===== config.mk =====
export PLATFORM = sky130hd
export DESIGN_NAME = command_frame_receiver_top_flat
export DESIGN_NICKNAME = d
export VERILOG_FILES = /design/src/design/cfr_pkg.sv /design/src/design/cfr_in_if.sv /design/src/design/cfr_res_if.sv /design/src/design/cfr_cfg_if.sv /design/src/design/cfr_framer.sv /design/src/design/command_frame_receiver_top.sv /design/src/flat_wrapper.sv
export VERILOG_INCLUDE_DIRS = /design/src /design/src/design
export SDC_FILE = /design/constraint.sdc
export NUM_CORES = 1
export LEC_CHECK = 0
export BUFFER_PORTS_ARGS = -buffer_cell sky130_fd_sc_hd__buf_4
export CAP_MARGIN = 20
export CELL_PAD_IN_SITES_DETAIL_PLACEMENT = 1
export CELL_PAD_IN_SITES_GLOBAL_PLACEMENT = 1
export CORE_MARGIN = 2
export CORE_UTILIZATION = 52
export DETAILED_ROUTE_END_ITERATION = 16
export MAX_ROUTING_LAYER = met4
export PLACE_DENSITY_LB_ADDON = 0.12
export SYNTH_ARGS = -nofsm -noshare
export SYNTH_HDL_FRONTEND = slang
export SYNTH_SLANG_ARGS = --single-unit

===== constraint.sdc =====
create_clock -name clk_i -period 7.98 [get_ports clk_i]
set_clock_uncertainty 0.2 [all_clocks]
set_input_delay 1.596 -clock clk_i [delete_from_list [all_inputs] [get_ports clk_i]]
set_output_delay 1.596 -clock clk_i [all_outputs]
set_load 0.01 [all_outputs]

===== src/design/command_frame_receiver_top_defines.svh =====
// Assertion macros shared by the command frame receiver modules.
// Included by cfr_framer and command_frame_receiver_top; no other dependencies.
`ifndef COMMAND_FRAME_RECEIVER_TOP_DEFINES_SVH
`define COMMAND_FRAME_RECEIVER_TOP_DEFINES_SVH

// Check a property at every rising edge outside of reset.
`define CFR_ASSERT(label, clk, rst_n, prop, msg) \
  label: assert property (@(posedge clk) disable iff (!rst_n) prop) else $error(msg);

// Check a property at every rising edge, reset included.
`define CFR_ASSERT_ALWAYS(label, clk, prop, msg) \
  label: assert property (@(posedge clk) prop) else $error(msg);

`endif


===== src/design/cfr_pkg.sv =====
// Shared types, constants and the CRC-8 helper of the command frame receiver.
// No dependencies; used by every module of the block.
`default_nettype none

package cfr_pkg;

  localparam int unsigned ELAPSED_WIDTH = 16;
  localparam int unsigned TIMEOUT_WIDTH = 16;
  localparam int unsigned CMP_WIDTH =
    (ELAPSED_WIDTH > TIMEOUT_WIDTH) ? ELAPSED_WIDTH : TIMEOUT_WIDTH;

  localparam logic [ELAPSED_WIDTH-1:0] ELAPSED_MAX = '1;

  localparam logic [7:0] FRAME_START = 8'hAA;
  localparam logic [7:0] FRAME_END   = 8'h55;
  localparam logic [7:0] CHECK_POLY  = 8'h07;

  // Event codes carried in the mode field; the fourth code is a no-op.
  localparam logic [1:0] MODE_BYTE     = 2'd0;
  localparam logic [1:0] MODE_LINE_ERR = 2'd1;
  localparam logic [1:0] MODE_TICK     = 2'd2;

  // Bytes of the frame taken in so far.
  typedef enum logic [2:0] {
    FP_HUNT,
    FP_SEQ,
    FP_BTN,
    FP_CHK,
    FP_END
  } frame_pos_e;

  typedef struct packed {
    logic [1:0] mode;
    logic [7:0] data_byte;
  } item_t;

  typedef struct packed {
    logic [7:0] buttons;
    logic [7:0] sequence_res;
    logic       has_command;
    logic       timed_out;
    logic       frame_accepted;
  } res_t;

  // One byte of CRC-8, MSB first, no reflection.
  function automatic logic [7:0] crc8_feed(input logic [7:0] crc_in, input logic [7:0] din);
    logic [7:0] c;
    c = crc_in ^ din;
    for (int k = 0; k < 8; k++) begin
      c = c[7] ? ({c[6:0], 1'b0} ^ CHECK_POLY) : {c[6:0], 1'b0};
    end
    return c;
  endfunction

endpackage

`default_nettype wire


===== src/design/cfr_in_if.sv =====
// Input request channel of the command frame receiver: valid, ready, event payload.
// Standalone; no package dependencies.
`default_nettype none

interface cfr_in_if;
  logic       valid;
  logic       ready;
  logic [1:0] mode;
  logic [7:0] data_byte;

  modport source (output valid, output mode, output data_byte, input ready);
  modport sink   (input valid, input mode, input data_byte, output ready);
endinterface

`default_nettype wire


===== src/design/cfr_res_if.sv =====
// Result channel of the command frame receiver: valid, ready, status payload.
// Standalone; no package dependencies.
`default_nettype none

interface cfr_res_if;
  logic       valid;
  logic       ready;
  logic [7:0] buttons;
  logic [7:0] sequence_res;
  logic       has_command;
  logic       timed_out;
  logic       frame_accepted;

  modport source (output valid, output buttons, output sequence_res, output has_command,
                  output timed_out, output frame_accepted, input ready);
  modport sink   (input valid, input buttons, input sequence_res, input has_command,
                  input timed_out, input frame_accepted, output ready);
endinterface

`default_nettype wire


===== src/design/cfr_cfg_if.sv =====
// Configuration write channel of the command frame receiver: the timeout register.
// Standalone; no package dependencies.
`default_nettype none

interface cfr_cfg_if;
  logic        valid;
  logic        ready;
  logic [15:0] wait_limit;

  modport source (output valid, output wait_limit, input ready);
  modport sink   (input valid, input wait_limit, output ready);
endinterface

`default_nettype wire


===== src/design/cfr_framer.sv =====
// Frame state machine, CRC check, latched command and elapsed-time counter.
// Depends on cfr_pkg and command_frame_receiver_top_defines.svh.
`default_nettype none
`include "command_frame_receiver_top_defines.svh"

module cfr_framer (
  input  wire logic                         clk_i,
  input  wire logic                         rst_ni,
  input  wire logic                         step_i,
  input  wire cfr_pkg::item_t               item_i,
  input  wire logic [cfr_pkg::TIMEOUT_WIDTH-1:0] wait_limit_i,
  output cfr_pkg::res_t                     res_o
);

  cfr_pkg::frame_pos_e state_q, state_d;
  logic [7:0] pend_seq_q, pend_seq_d;
  logic [7:0] pend_btn_q, pend_btn_d;
  logic [7:0] pend_chk_q, pend_chk_d;
  logic [7:0] held_seq_q, held_seq_d;
  logic [7:0] held_btn_q, held_btn_d;
  logic       cmd_seen_q, cmd_seen_d;
  logic [cfr_pkg::ELAPSED_WIDTH-1:0] elapsed_q, elapsed_d;
  logic       crc_ok;
  logic       accepted;

  always_ff @(posedge clk_i or negedge rst_ni) begin
    if (!rst_ni) begin
      state_q    <= cfr_pkg::FP_HUNT;
      held_seq_q <= '0;
      held_btn_q <= '0;
      cmd_seen_q <= 1'b0;
      elapsed_q  <= '0;
    end else begin
      state_q    <= state_d;
      held_seq_q <= held_seq_d;
      held_btn_q <= held_btn_d;
      cmd_seen_q <= cmd_seen_d;
      elapsed_q  <= elapsed_d;
    end
  end

  always_ff @(posedge clk_i) begin
    pend_seq_q <= pend_seq_d;
    pend_btn_q <= pend_btn_d;
    pend_chk_q <= pend_chk_d;
  end

  assign crc_ok = cfr_pkg::crc8_feed(cfr_pkg::crc8_feed(8'h00, pend_seq_q), pend_btn_q)
                  == pend_chk_q;

  always_comb begin
    state_d    = state_q;
    pend_seq_d = pend_seq_q;
    pend_btn_d = pend_btn_q;
    pend_chk_d = pend_chk_q;
    held_seq_d = held_seq_q;
    held_btn_d = held_btn_q;
    cmd_seen_d = cmd_seen_q;
    elapsed_d  = elapsed_q;
    accepted   = 1'b0;

    if (step_i) begin
      unique case (item_i.mode)
        cfr_pkg::MODE_BYTE: begin
          unique case (state_q)
            cfr_pkg::FP_HUNT: begin
              if (item_i.data_byte == cfr_pkg::FRAME_START) state_d = cfr_pkg::FP_SEQ;
            end
            cfr_pkg::FP_SEQ: begin
              pend_seq_d = item_i.data_byte;
              state_d    = cfr_pkg::FP_BTN;
            end
            cfr_pkg::FP_BTN: begin
              pend_btn_d = item_i.data_byte;
              state_d    = cfr_pkg::FP_CHK;
            end
            cfr_pkg::FP_CHK: begin
              pend_chk_d = item_i.data_byte;
              state_d    = cfr_pkg::FP_END;
            end
            cfr_pkg::FP_END: begin
              if (item_i.data_byte == cfr_pkg::FRAME_END && crc_ok) begin
                held_seq_d = pend_seq_q;
                held_btn_d = pend_btn_q;
                cmd_seen_d = 1'b1;
                elapsed_d  = '0;
                accepted   = 1'b1;
              end
              // closing byte may open the next frame
              state_d = (item_i.data_byte == cfr_pkg::FRAME_START) ? cfr_pkg::FP_SEQ
                                                                     : cfr_pkg::FP_HUNT;
            end
            default: state_d = cfr_pkg::FP_HUNT;
          endcase
        end
        cfr_pkg::MODE_LINE_ERR: state_d = cfr_pkg::FP_HUNT;
        cfr_pkg::MODE_TICK: begin
          // saturate instead of wrapping
          if (elapsed_q != cfr_pkg::ELAPSED_MAX) elapsed_d = elapsed_q + 1'b1;
        end
        default: ;
      endcase
    end

    res_o.buttons        = held_btn_d;
    res_o.sequence_res   = held_seq_d;
    res_o.has_command    = cmd_seen_d;
    res_o.timed_out      = !cmd_seen_d ||
                           (cfr_pkg::CMP_WIDTH'(elapsed_d) >= cfr_pkg::CMP_WIDTH'(wait_limit_i));
    res_o.frame_accepted = accepted;
  end

  `CFR_ASSERT(a_accept_at_end, clk_i, rst_ni,
              res_o.frame_accepted |-> step_i && state_q == cfr_pkg::FP_END,
              "frame accepted outside end position")
  `CFR_ASSERT(a_accept_latches, clk_i, rst_ni,
              res_o.frame_accepted |=> cmd_seen_q && elapsed_q == '0,
              "accepted frame did not latch command")
  `CFR_ASSERT(a_line_err_hunt, clk_i, rst_ni,
              step_i && item_i.mode == cfr_pkg::MODE_LINE_ERR |=> state_q == cfr_pkg::FP_HUNT,
              "line error did not reset framing")
  `CFR_ASSERT(a_idle_holds, clk_i, rst_ni,
              !step_i |=> $stable(elapsed_q) && $stable(cmd_seen_q) && $stable(state_q),
              "state changed without a request")

endmodule

`default_nettype wire


===== src/design/command_frame_receiver_top.sv =====
// Channel   | Dir | Payload                                                    | Role
// in_ch     | in  | mode, data_byte                                            | event request
// out_ch    | out | buttons, sequence_res, has_command, timed_out, frame_accepted | status result
// cfg_ch    | in  | wait_limit                                                 | timeout register write
//
// One request per cycle sustained while out_ch.ready stays high; a request passes the input register,
// then the framer logic into the result register.
// Every request yields exactly one result; the framer state advances as a request moves
// from the input register into the result register.
// A stalled result holds the pipe; the input register still takes a request when empty.
// rst_ni clears framing, latched command, elapsed time and the timeout limit to zero.
// Depends on cfr_pkg, the cfr_*_if interfaces, cfr_framer and the defines header.
`default_nettype none
`include "command_frame_receiver_top_defines.svh"

module command_frame_receiver_top (
  input  wire logic  clk_i,
  input  wire logic  rst_ni,
  cfr_in_if.sink     in_ch,
  cfr_res_if.source  out_ch,
  cfr_cfg_if.sink    cfg_ch
);

  logic           s1_valid_q, s1_valid_d;
  cfr_pkg::item_t s1_item_q;
  logic           out_valid_q, out_valid_d;
  cfr_pkg::res_t  out_res_q;
  cfr_pkg::res_t  framer_res;
  logic [cfr_pkg::TIMEOUT_WIDTH-1:0] timeout_q;
  logic           out_free;
  logic           s1_adv;
  logic           in_fire;

  assign out_free     = !out_valid_q || out_ch.ready;
  assign s1_adv       = s1_valid_q && out_free;
  assign in_ch.ready  = !s1_valid_q || out_free;
  assign in_fire      = in_ch.valid && in_ch.ready;
  assign cfg_ch.ready = 1'b1;

  always_comb begin
    s1_valid_d = s1_valid_q;
    if (in_fire) begin
      s1_valid_d = 1'b1;
    end else if (s1_adv) begin
      s1_valid_d = 1'b0;
    end
    out_valid_d = out_valid_q;
    if (s1_adv) begin
      out_valid_d = 1'b1;
    end else if (out_ch.ready) begin
      out_valid_d = 1'b0;
    end
  end

  always_ff @(posedge clk_i or negedge rst_ni) begin
    if (!rst_ni) begin
      s1_valid_q  <= 1'b0;
      out_valid_q <= 1'b0;
      timeout_q   <= '0;
    end else begin
      s1_valid_q  <= s1_valid_d;
      out_valid_q <= out_valid_d;
      if (cfg_ch.valid) timeout_q <= cfg_ch.wait_limit;
    end
  end

  always_ff @(posedge clk_i) begin
    if (in_fire) begin
      s1_item_q.mode      <= in_ch.mode;
      s1_item_q.data_byte <= in_ch.data_byte;
    end
    if (s1_adv) out_res_q <= framer_res;
  end

  cfr_framer u_framer (
    .clk_i        (clk_i),
    .rst_ni       (rst_ni),
    .step_i       (s1_adv),
    .item_i       (s1_item_q),
    .wait_limit_i (timeout_q),
    .res_o        (framer_res)
  );

  assign out_ch.valid          = out_valid_q;
  assign out_ch.buttons        = out_res_q.buttons;
  assign out_ch.sequence_res   = out_res_q.sequence_res;
  assign out_ch.has_command    = out_res_q.has_command;
  assign out_ch.timed_out      = out_res_q.timed_out;
  assign out_ch.frame_accepted = out_res_q.frame_accepted;

  `CFR_ASSERT_ALWAYS(a_reset_empty, clk_i,
                     !rst_ni |=> !s1_valid_q && !out_valid_q,
                     "pipe not empty after a reset edge")
  `CFR_ASSERT(a_adv_fills_out, clk_i, rst_ni,
              s1_adv |=> out_valid_q,
              "advanced request produced no result")
  `CFR_ASSERT(a_empty_ready, clk_i, rst_ni,
              !s1_valid_q |-> in_ch.ready,
              "empty input register refused a request")
  `CFR_ASSERT(a_stall_holds_s1, clk_i, rst_ni,
              s1_valid_q && !out_free |=> s1_valid_q && $stable(s1_item_q),
              "stalled request lost")

endmodule

`default_nettype wire

===== src/flat_wrapper.sv =====
// flat-port wrapper written by rule: the top's interface ports become plain ports
module command_frame_receiver_top_flat 
  (clk_i, rst_ni, in_ch_valid, in_ch_mode, in_ch_data_byte, in_ch_ready, out_ch_valid, out_ch_buttons, out_ch_sequence_res, out_ch_has_command, out_ch_timed_out, out_ch_frame_accepted, out_ch_ready, cfg_ch_valid, cfg_ch_wait_limit, cfg_ch_ready);
  cfr_in_if in_ch_i ();
  cfr_res_if out_ch_i ();
  cfr_cfg_if cfg_ch_i ();
  input  wire logic clk_i;
  input  wire logic rst_ni;
  input wire logic [$bits(in_ch_i.valid)-1:0] in_ch_valid;
  input wire logic [$bits(in_ch_i.mode)-1:0] in_ch_mode;
  input wire logic [$bits(in_ch_i.data_byte)-1:0] in_ch_data_byte;
  output wire logic [$bits(in_ch_i.ready)-1:0] in_ch_ready;
  output wire logic [$bits(out_ch_i.valid)-1:0] out_ch_valid;
  output wire logic [$bits(out_ch_i.buttons)-1:0] out_ch_buttons;
  output wire logic [$bits(out_ch_i.sequence_res)-1:0] out_ch_sequence_res;
  output wire logic [$bits(out_ch_i.has_command)-1:0] out_ch_has_command;
  output wire logic [$bits(out_ch_i.timed_out)-1:0] out_ch_timed_out;
  output wire logic [$bits(out_ch_i.frame_accepted)-1:0] out_ch_frame_accepted;
  input wire logic [$bits(out_ch_i.ready)-1:0] out_ch_ready;
  input wire logic [$bits(cfg_ch_i.valid)-1:0] cfg_ch_valid;
  input wire logic [$bits(cfg_ch_i.wait_limit)-1:0] cfg_ch_wait_limit;
  output wire logic [$bits(cfg_ch_i.ready)-1:0] cfg_ch_ready;
  assign in_ch_i.valid = in_ch_valid;
  assign in_ch_i.mode = in_ch_mode;
  assign in_ch_i.data_byte = in_ch_data_byte;
  assign in_ch_ready = in_ch_i.ready;
  assign out_ch_valid = out_ch_i.valid;
  assign out_ch_buttons = out_ch_i.buttons;
  assign out_ch_sequence_res = out_ch_i.sequence_res;
  assign out_ch_has_command = out_ch_i.has_command;
  assign out_ch_timed_out = out_ch_i.timed_out;
  assign out_ch_frame_accepted = out_ch_i.frame_accepted;
  assign out_ch_i.ready = out_ch_ready;
  assign cfg_ch_i.valid = cfg_ch_valid;
  assign cfg_ch_i.wait_limit = cfg_ch_wait_limit;
  assign cfg_ch_ready = cfg_ch_i.ready;
  command_frame_receiver_top u_core (.clk_i(clk_i), .rst_ni(rst_ni), .in_ch(in_ch_i), .out_ch(out_ch_i), .cfg_ch(cfg_ch_i));
endmodule

* After elaboration in Yosys (flattened, before gate mapping) *
Cells that the tools add are included.

cells by class
  add/sub/neg operators = 1
  $lt $le $gt $ge = 1
  eq/ne operators = 11
  mux-type cells = 42
  bitwise operators = 17
  reduce and logical (&&, ||, !) cells = 19

operators with widths
  cell                                                 count
  2-to-1 mux 16 bit                                    4
  2-to-1 mux 8 bit                                     8
  2-to-1 mux 3 bit                                     17
  NOT 3 bit                                            16
  case mux 16 bit (2 select lines)                     1
  adder 16 x 1 -> 16 bit, second input constant        1
  >= comparator 16 bit                                 1
  inequality test 16 bit, second input constant        1
  case mux 3 bit (5 select lines)                      1
  AND reduction 3 bit                                  4
  2-to-1 mux 1 bit                                     10
  equality test 8 x 7 -> 1 bit, second input constant  1
  equality test 8 bit                                  1
  equality test 8 bit, second input constant           1
  bitwise XOR 8 bit                                    1
  equality test 3 x 2 -> 1 bit, second input constant  2
  case mux 3 bit (2 select lines)                      1
  nonzero test 2 bit                                   3
  equality test 3 x 1 -> 1 bit, second input constant  1
  equality test 3 bit, second input constant           1
  logical AND 1 bit                                    3
  logical NOT 1 bit                                    3
  logical NOT 3 bit                                    1
  logical OR 1 bit                                     3
  5 further kinds                                      5

word-level totals
  register bits after elaboration = 107
  input port bits = 31
  output and inout bits = 22
  word-level logic and storage cells = 109

* Longest topological paths before layout *
  depth in word-level cells = 41
  gate-level depth with buffers = 15
  mapped depth without buffers = 15

* Modules after synthesis *
From an unflattened synthesis, not the netlist that was laid out.

second synthesis, totals
  cell total of the unflattened synthesis = 399
  area, all modules = 5,171.2 um2

by module, submodules not included
  module                      instances  cells each  area each (um2)  sequential area each (um2)
  cfr_framer                  1          326         3,550.9          1,621.6
  command_frame_receiver_top  1          73          1,620.3          1,321.3

* Worst setup path after synthesis *
No wires, ideal clock.

  path type = input-to-reg
  start point = input port out_ch_ready
  end point = register u_core.out_res_q, in the netlist u_core.out_ch.timed_out, data pin
  data arrival time = 4,176 ps
  setup slack = 3,335 ps
  stages = 14
  buffers on the path = 0
  cell sequence = nand2b_1 -> nand3b_1 -> nor2_1 -> o221ai_1 -> o21a_1 -> o21bai_1 -> a22o_1 -> ha_1 -> a21o_1 -> a21o_1 -> a2111oi_0 -> o21ai_0 -> a221oi_1 -> o211ai_1

RTL lines
  item                    RTL line                          RTL
  start: declaration      flat_wrapper.sv:19                input wire logic [$bits(out_ch_i.ready)-1:0] out_ch_ready;
  end signal: assignment  command_frame_receiver_top.sv:72  if (s1_adv) out_res_q <= framer_res;
  end: declaration        command_frame_receiver_top.sv:27  cfr_pkg::res_t out_res_q;

==> metrics.md <==
| Metric | Value |
|---|---|
| Run status | complete, no violations |
| Final critical path time including I/O delays and setup | 5.12 ns |
| Buffers inserted during post-CTS setup optimization | 0 |
| # rows | 35 |
| Worst hold path type | flip-flop to flip-flop |
| Critical path startpoint category | input port |
| Cell class contributing the biggest share of worst-path delay | compound AO/OA/AOI/OAI gates |
| Synth cell count leaders | 54 x sky130_fd_sc_hd__dfrtp_1, 53 x sky130_fd_sc_hd__edfxtp_1, 31 x sky130_fd_sc_hd__nand2_1, 27 x sky130_fd_sc_hd__o21ai_0, 18 x sky130_fd_sc_hd__xnor2_1 |
| Number of pins with negative max-slew slack in the final report | 0 |
| IO Port Bufs | 51 |
| Switch share | about 28% |
| Crit path largest cell delay | 0.50 ns |
| Net switching power of the design | 319 uW |
| Detailed placer's ending HPWL | 7610 um |
| Top-area cell type share of the netlist area | 32.4% |
| Horizontal extent of the die | between 100 and 150 um |
| Proportion of power drawn by combinational gates | a little over an eighth |
| Count of flip-flops with a built-in enable after synthesis | 53 |
| Slowest stage cell on the critical path | sky130_fd_sc_hd__nor2_1 |
| Final count of hold timing violations | 0 |
| CTS clk-pin slew, worst paths | 0.11 ns |
| Number of antenna violations at the first check in global routing | 0 |
| Vertical die dimension | roughly 100 um |
| Met2 wire len | 5270 um |
| Io pins | between 50 and 60 |
| Number of nets in the layout | between 400 and 500 |
| Synth Warn # | 0 |
| H-tree depth | 3 |
| Synthesized instance count | 371 |
| Reg2Reg Depth | 15 |
| Routed length per instance | between 15 and 20 um |
| Total die area | 10200 um^2 |
| Share of flip-flops with an asynchronous set or reset after synthesis | 50.5% |
| Xor/xnor cell area share of the yosys netlist | 8.73% |
| Highest Signal Layer | met4 |
| Logic depth of the worst path, buffers included | 14 |
| Buffers & Inverters on Critical Path | 1 |
| Unrepaired setup endpoints after global routing | false |
| Detailed-route wire length | ~11000 um |
| Number of global-route vias before repair | between 3000 and 4000 |
| Part of the total power dissipated in sequential elements | 57.2% |
| Total of endpoints with negative setup slack in the final report | 0 |
| Leakage power total | 2.54 nW |
| Floorplan core area | 9200 um^2 |
| Number of max-cap violations | 0 |
| Post-route fraction of the period consumed by the critical path | about 64% |
| GRT Overall Usage | 22.8% |
| Vias/cell | ~5.7 |
| Slew at the pin closest to its max-slew limit | 0.892 ns |
| Smallest hold slack | 0.313 ns |
| Number of storage elements in the synthesis netlist | ~110 |
| Top achievable clock speed | 0.195 GHz |
| Clock power frac | 29.0% |
| Worst path arrival time | 5.04 ns |
| Count of cells along the worst hold path | 1 |
| Length of the first detailed-routing pass in iterations | 4 |
| Initial drt markers | 113 |
| Critical-path maximum fanout | 10 |
| Placer congestion estimate | 0.785 |
| Initial Utilization | a little over half |
| Clock network latency to the later pin of the worst-skew pair | 0.37 ns |
| Clock Tree Root | sky130_fd_sc_hd__clkbuf_8 |
| Synth Area per Inst | roughly 13 um^2 |
| Met3 routed wirelength | 394 um |
| Unique masters post-synth | 44 |
| Overall overflow remaining after global route | 0 |
| Routed length on met1 | 4760 um |
| Total inserted antenna cells | 0 |
| Adder-cell area share of the yosys netlist | 4.33% |
| Fraction of final layout cells with drive strength greater than 1 | around a fifth |
| Clock tree from TritonCTS | done |
| Internal power contribution | ~820 uW |
| Maximum number of pins on one net before global-route repair | 55 |
| Type of element capturing the critical path | flip-flop |
| IR drop worst, VDD | 0.000123 V |
| Number of gates resized after CTS | 0 |
| Synth area leader | sky130_fd_sc_hd__edfxtp_1 |
| Area of the mapped netlist | about 4900 um^2 |
| Drc violations | 0 |
| Maximum number of buffers from clock root to sink | 2 |
| Commonest register cell after synthesis | sky130_fd_sc_hd__dfrtp_1 |
| Main area contributors after synthesis | sky130_fd_sc_hd__edfxtp_1 32%, sky130_fd_sc_hd__dfrtp_1 27%, sky130_fd_sc_hd__ha_1 4.3% |
| Remaining number of nets flagged by the antenna check after routing | 0 |
| Share of the synthesized area in compound gates (AO/OA/AOI/OAI) | 7.43% |
| Share of cell area taken by muxes after synthesis | 5.83% |
| Cells along the critical path | buf_4, nand2b_1, nand2_1, nor2_1, and2_1, mux2i_1, ha_1, nand2b_1, a21o_1, a21o_1, a2111oi_0, o21ai_0, a221oi_1, o211ai_1 |
| DR vias | 3058 |
| Most used standard cell by instance count after synthesis | sky130_fd_sc_hd__dfrtp_1 |
| Area added between synthesis and finish | 13.8% |
| Number of hold buffers added after cts | 0 |
| Max-Slew Margin vs Limit | roughly 40% |
| Sinks on the clock net | between 100 and 150 |
| Post-Synth Simple-Gate Area | 11.4% |
| Fin Setup TNS | 0 ns |
| Required time of the worst setup path | 7.90 ns |
| Synthesized netlist net count | about 420 |
| Total power density per cell area | 204 nW/um^2 |
| Worst Setup Path Type | input port to flip-flop |
| Total CTS buffers | 9 |
| Main combinational cell family by area after synthesis | simple AND/OR/NAND/NOR gates |
| Wire length of the first global-routing pass | 17100 um |
| Proportion of synthesized chip area in sequential cells | between 50% and 60% |
## sequential cells by signal (all words and copies together) (netlist names)
signal,flops
u_core.out_ch.has_command,1
u_core.u_framer.held_seq_q,8
u_core.u_framer.pend_btn_q,8
u_core.u_framer.elapsed_q,16
u_core.out_ch.timed_out,1
u_core.u_framer.state_q,3
u_core.out_ch.sequence_res,8
u_core.out_ch.buttons,8
u_core.u_framer.pend_seq_q,8
u_core.s1_item_q,10
u_core.s1_valid_q,1
u_core.u_framer.cmd_seen_q,1
u_core.timeout_q,16
u_core.out_ch.frame_accepted,1
u_core.u_framer.pend_chk_q,8
u_core.out_ch.valid,1
u_core.u_framer.held_btn_q,8
## routing by layer
| metal | global-route usage (%) | up-vias |
|---|---|---|
| met2 | 36.9 | 72 |
| met1 | 29.4 | 1536 |
| li1 | - | 1436 |
| met3 | 4.69 | 14 |
| met4 | 6.65 | 0 |
| met5 | - | - |
## path summary, 6_finish.rpt
path | endpoint | slack, ns | startpoint
hold / removal | u_core.u_framer.held_btn_q[0]$_DFF_PN0_ | 0.31 | u_core.u_framer.held_btn_q[0]$_DFF_PN0_
setup / recovery | u_core.out_ch.timed_out$_DFFE_PP_ | 2.86 | out_ch_ready
setup reg to reg | u_core.out_ch.timed_out$_DFFE_PP_ | 2.89 | u_core.u_framer.pend_seq_q[6]$_DFFE_PP_
min in group asynchronous | u_core.u_framer.state_q[1]$_DFFE_PN0P_ | 1.07 | rst_ni
max in group asynchronous | u_core.timeout_q[12]$_DFFE_PN0P_ | 6.03 | rst_ni
hold reg to reg | u_core.u_framer.held_btn_q[0]$_DFF_PN0_ | 0.31 | u_core.u_framer.held_btn_q[0]$_DFF_PN0_
## layout by cell type (no fill, tap or decap), types with 3 or more instances in the layout
master,count
sky130_fd_sc_hd__a21o_1,8
sky130_fd_sc_hd__a21oi_1,6
sky130_fd_sc_hd__a22o_1,5
sky130_fd_sc_hd__and2_1,7
sky130_fd_sc_hd__and3_1,11
sky130_fd_sc_hd__buf_4,52
sky130_fd_sc_hd__clkbuf_8,9
sky130_fd_sc_hd__dfrtp_1,54
sky130_fd_sc_hd__edfxtp_1,53
sky130_fd_sc_hd__ha_1,17
sky130_fd_sc_hd__inv_1,17
sky130_fd_sc_hd__mux2_2,5
sky130_fd_sc_hd__mux2_4,14
sky130_fd_sc_hd__nand2_1,31
sky130_fd_sc_hd__nand2b_1,8
sky130_fd_sc_hd__nand3_1,10
sky130_fd_sc_hd__nand3b_1,3
sky130_fd_sc_hd__nand4_1,6
sky130_fd_sc_hd__nor2_1,16
sky130_fd_sc_hd__nor3_1,6
sky130_fd_sc_hd__o21ai_0,27
sky130_fd_sc_hd__or2_2,3
sky130_fd_sc_hd__xnor2_1,18
sky130_fd_sc_hd__xnor3_1,8
sky130_fd_sc_hd__xor2_1,5
## logic make-up after synthesis
kind of cell	count (synthesis)
adder cells (fa/ha/maj)	17
other	1
XOR/XNOR	33
AO/OA/AOI/OAI	58
buffers and inverters	26
flip-flops	107
AND/OR/NAND/NOR	108
multiplexers	21
## cell type report
type                            instances  area (um^2)
Clock buffer                            9          124
Fill cell                             945         3600
Timing Repair Buffer                   52          390
Tap cell                              111          139
Multi-Input combinational cell        238         1860
Inverter                               17         63.8
Clock inverter                          7         80.1
Sequential cell                       107         2940
## power groups by stage
| stage | Clock [mW] | Combinational (mW) | Sequential (mW) |
|---|---|---|---|
| CTS | 0.338 | 0.159 | 0.652 |
| floorplan | 0 | 0.0996 | 0.656 |
| detailed placement | 0 | 0.156 | 0.664 |
| global route | 0.359 | 0.175 | 0.658 |
| finish | 0.331 | 0.157 | 0.652 |
| global placement | 0 | 0.146 | 0.661 |
## worst reg2reg max path, cell delays in order, from the launching register on
cell,delay [ns]
sky130_fd_sc_hd__edfxtp_1,0.52
sky130_fd_sc_hd__xnor2_1,0.40
sky130_fd_sc_hd__xnor3_1,0.52
sky130_fd_sc_hd__and3_1,0.21
sky130_fd_sc_hd__o22ai_1,0.28
sky130_fd_sc_hd__o21a_1,0.35
sky130_fd_sc_hd__o21bai_1,0.21
sky130_fd_sc_hd__mux2i_1,0.12
sky130_fd_sc_hd__ha_1,0.31
sky130_fd_sc_hd__nand2b_1,0.14
sky130_fd_sc_hd__a21o_1,0.17
sky130_fd_sc_hd__a21o_1,0.18
sky130_fd_sc_hd__a2111oi_0,0.50
sky130_fd_sc_hd__o21ai_0,0.21
sky130_fd_sc_hd__a221oi_1,0.38
sky130_fd_sc_hd__o211ai_1,0.14
## metrics by stage
stage / cells / total power [mW] / worst slack (ns) / utilization, % / cell area (um^2)
5_1_grt: 541 / 1.19 / 2.59 / 60.9 / 5600
2_1_floorplan: 371 / 0.755 / 3.34 / - / 4920
3_5_place_dp: 525 / 0.820 / 2.67 / 58.6 / 5390
3_3_place_gp: 525 / 0.807 / 2.87 / 58.6 / 5390
4_1_cts: 541 / 1.15 / 2.94 / 60.9 / 5600
6_report: 541 / 1.14 / 2.86 / 60.9 / 5600
No activity file was read; power rests on OpenSTA's default activity.
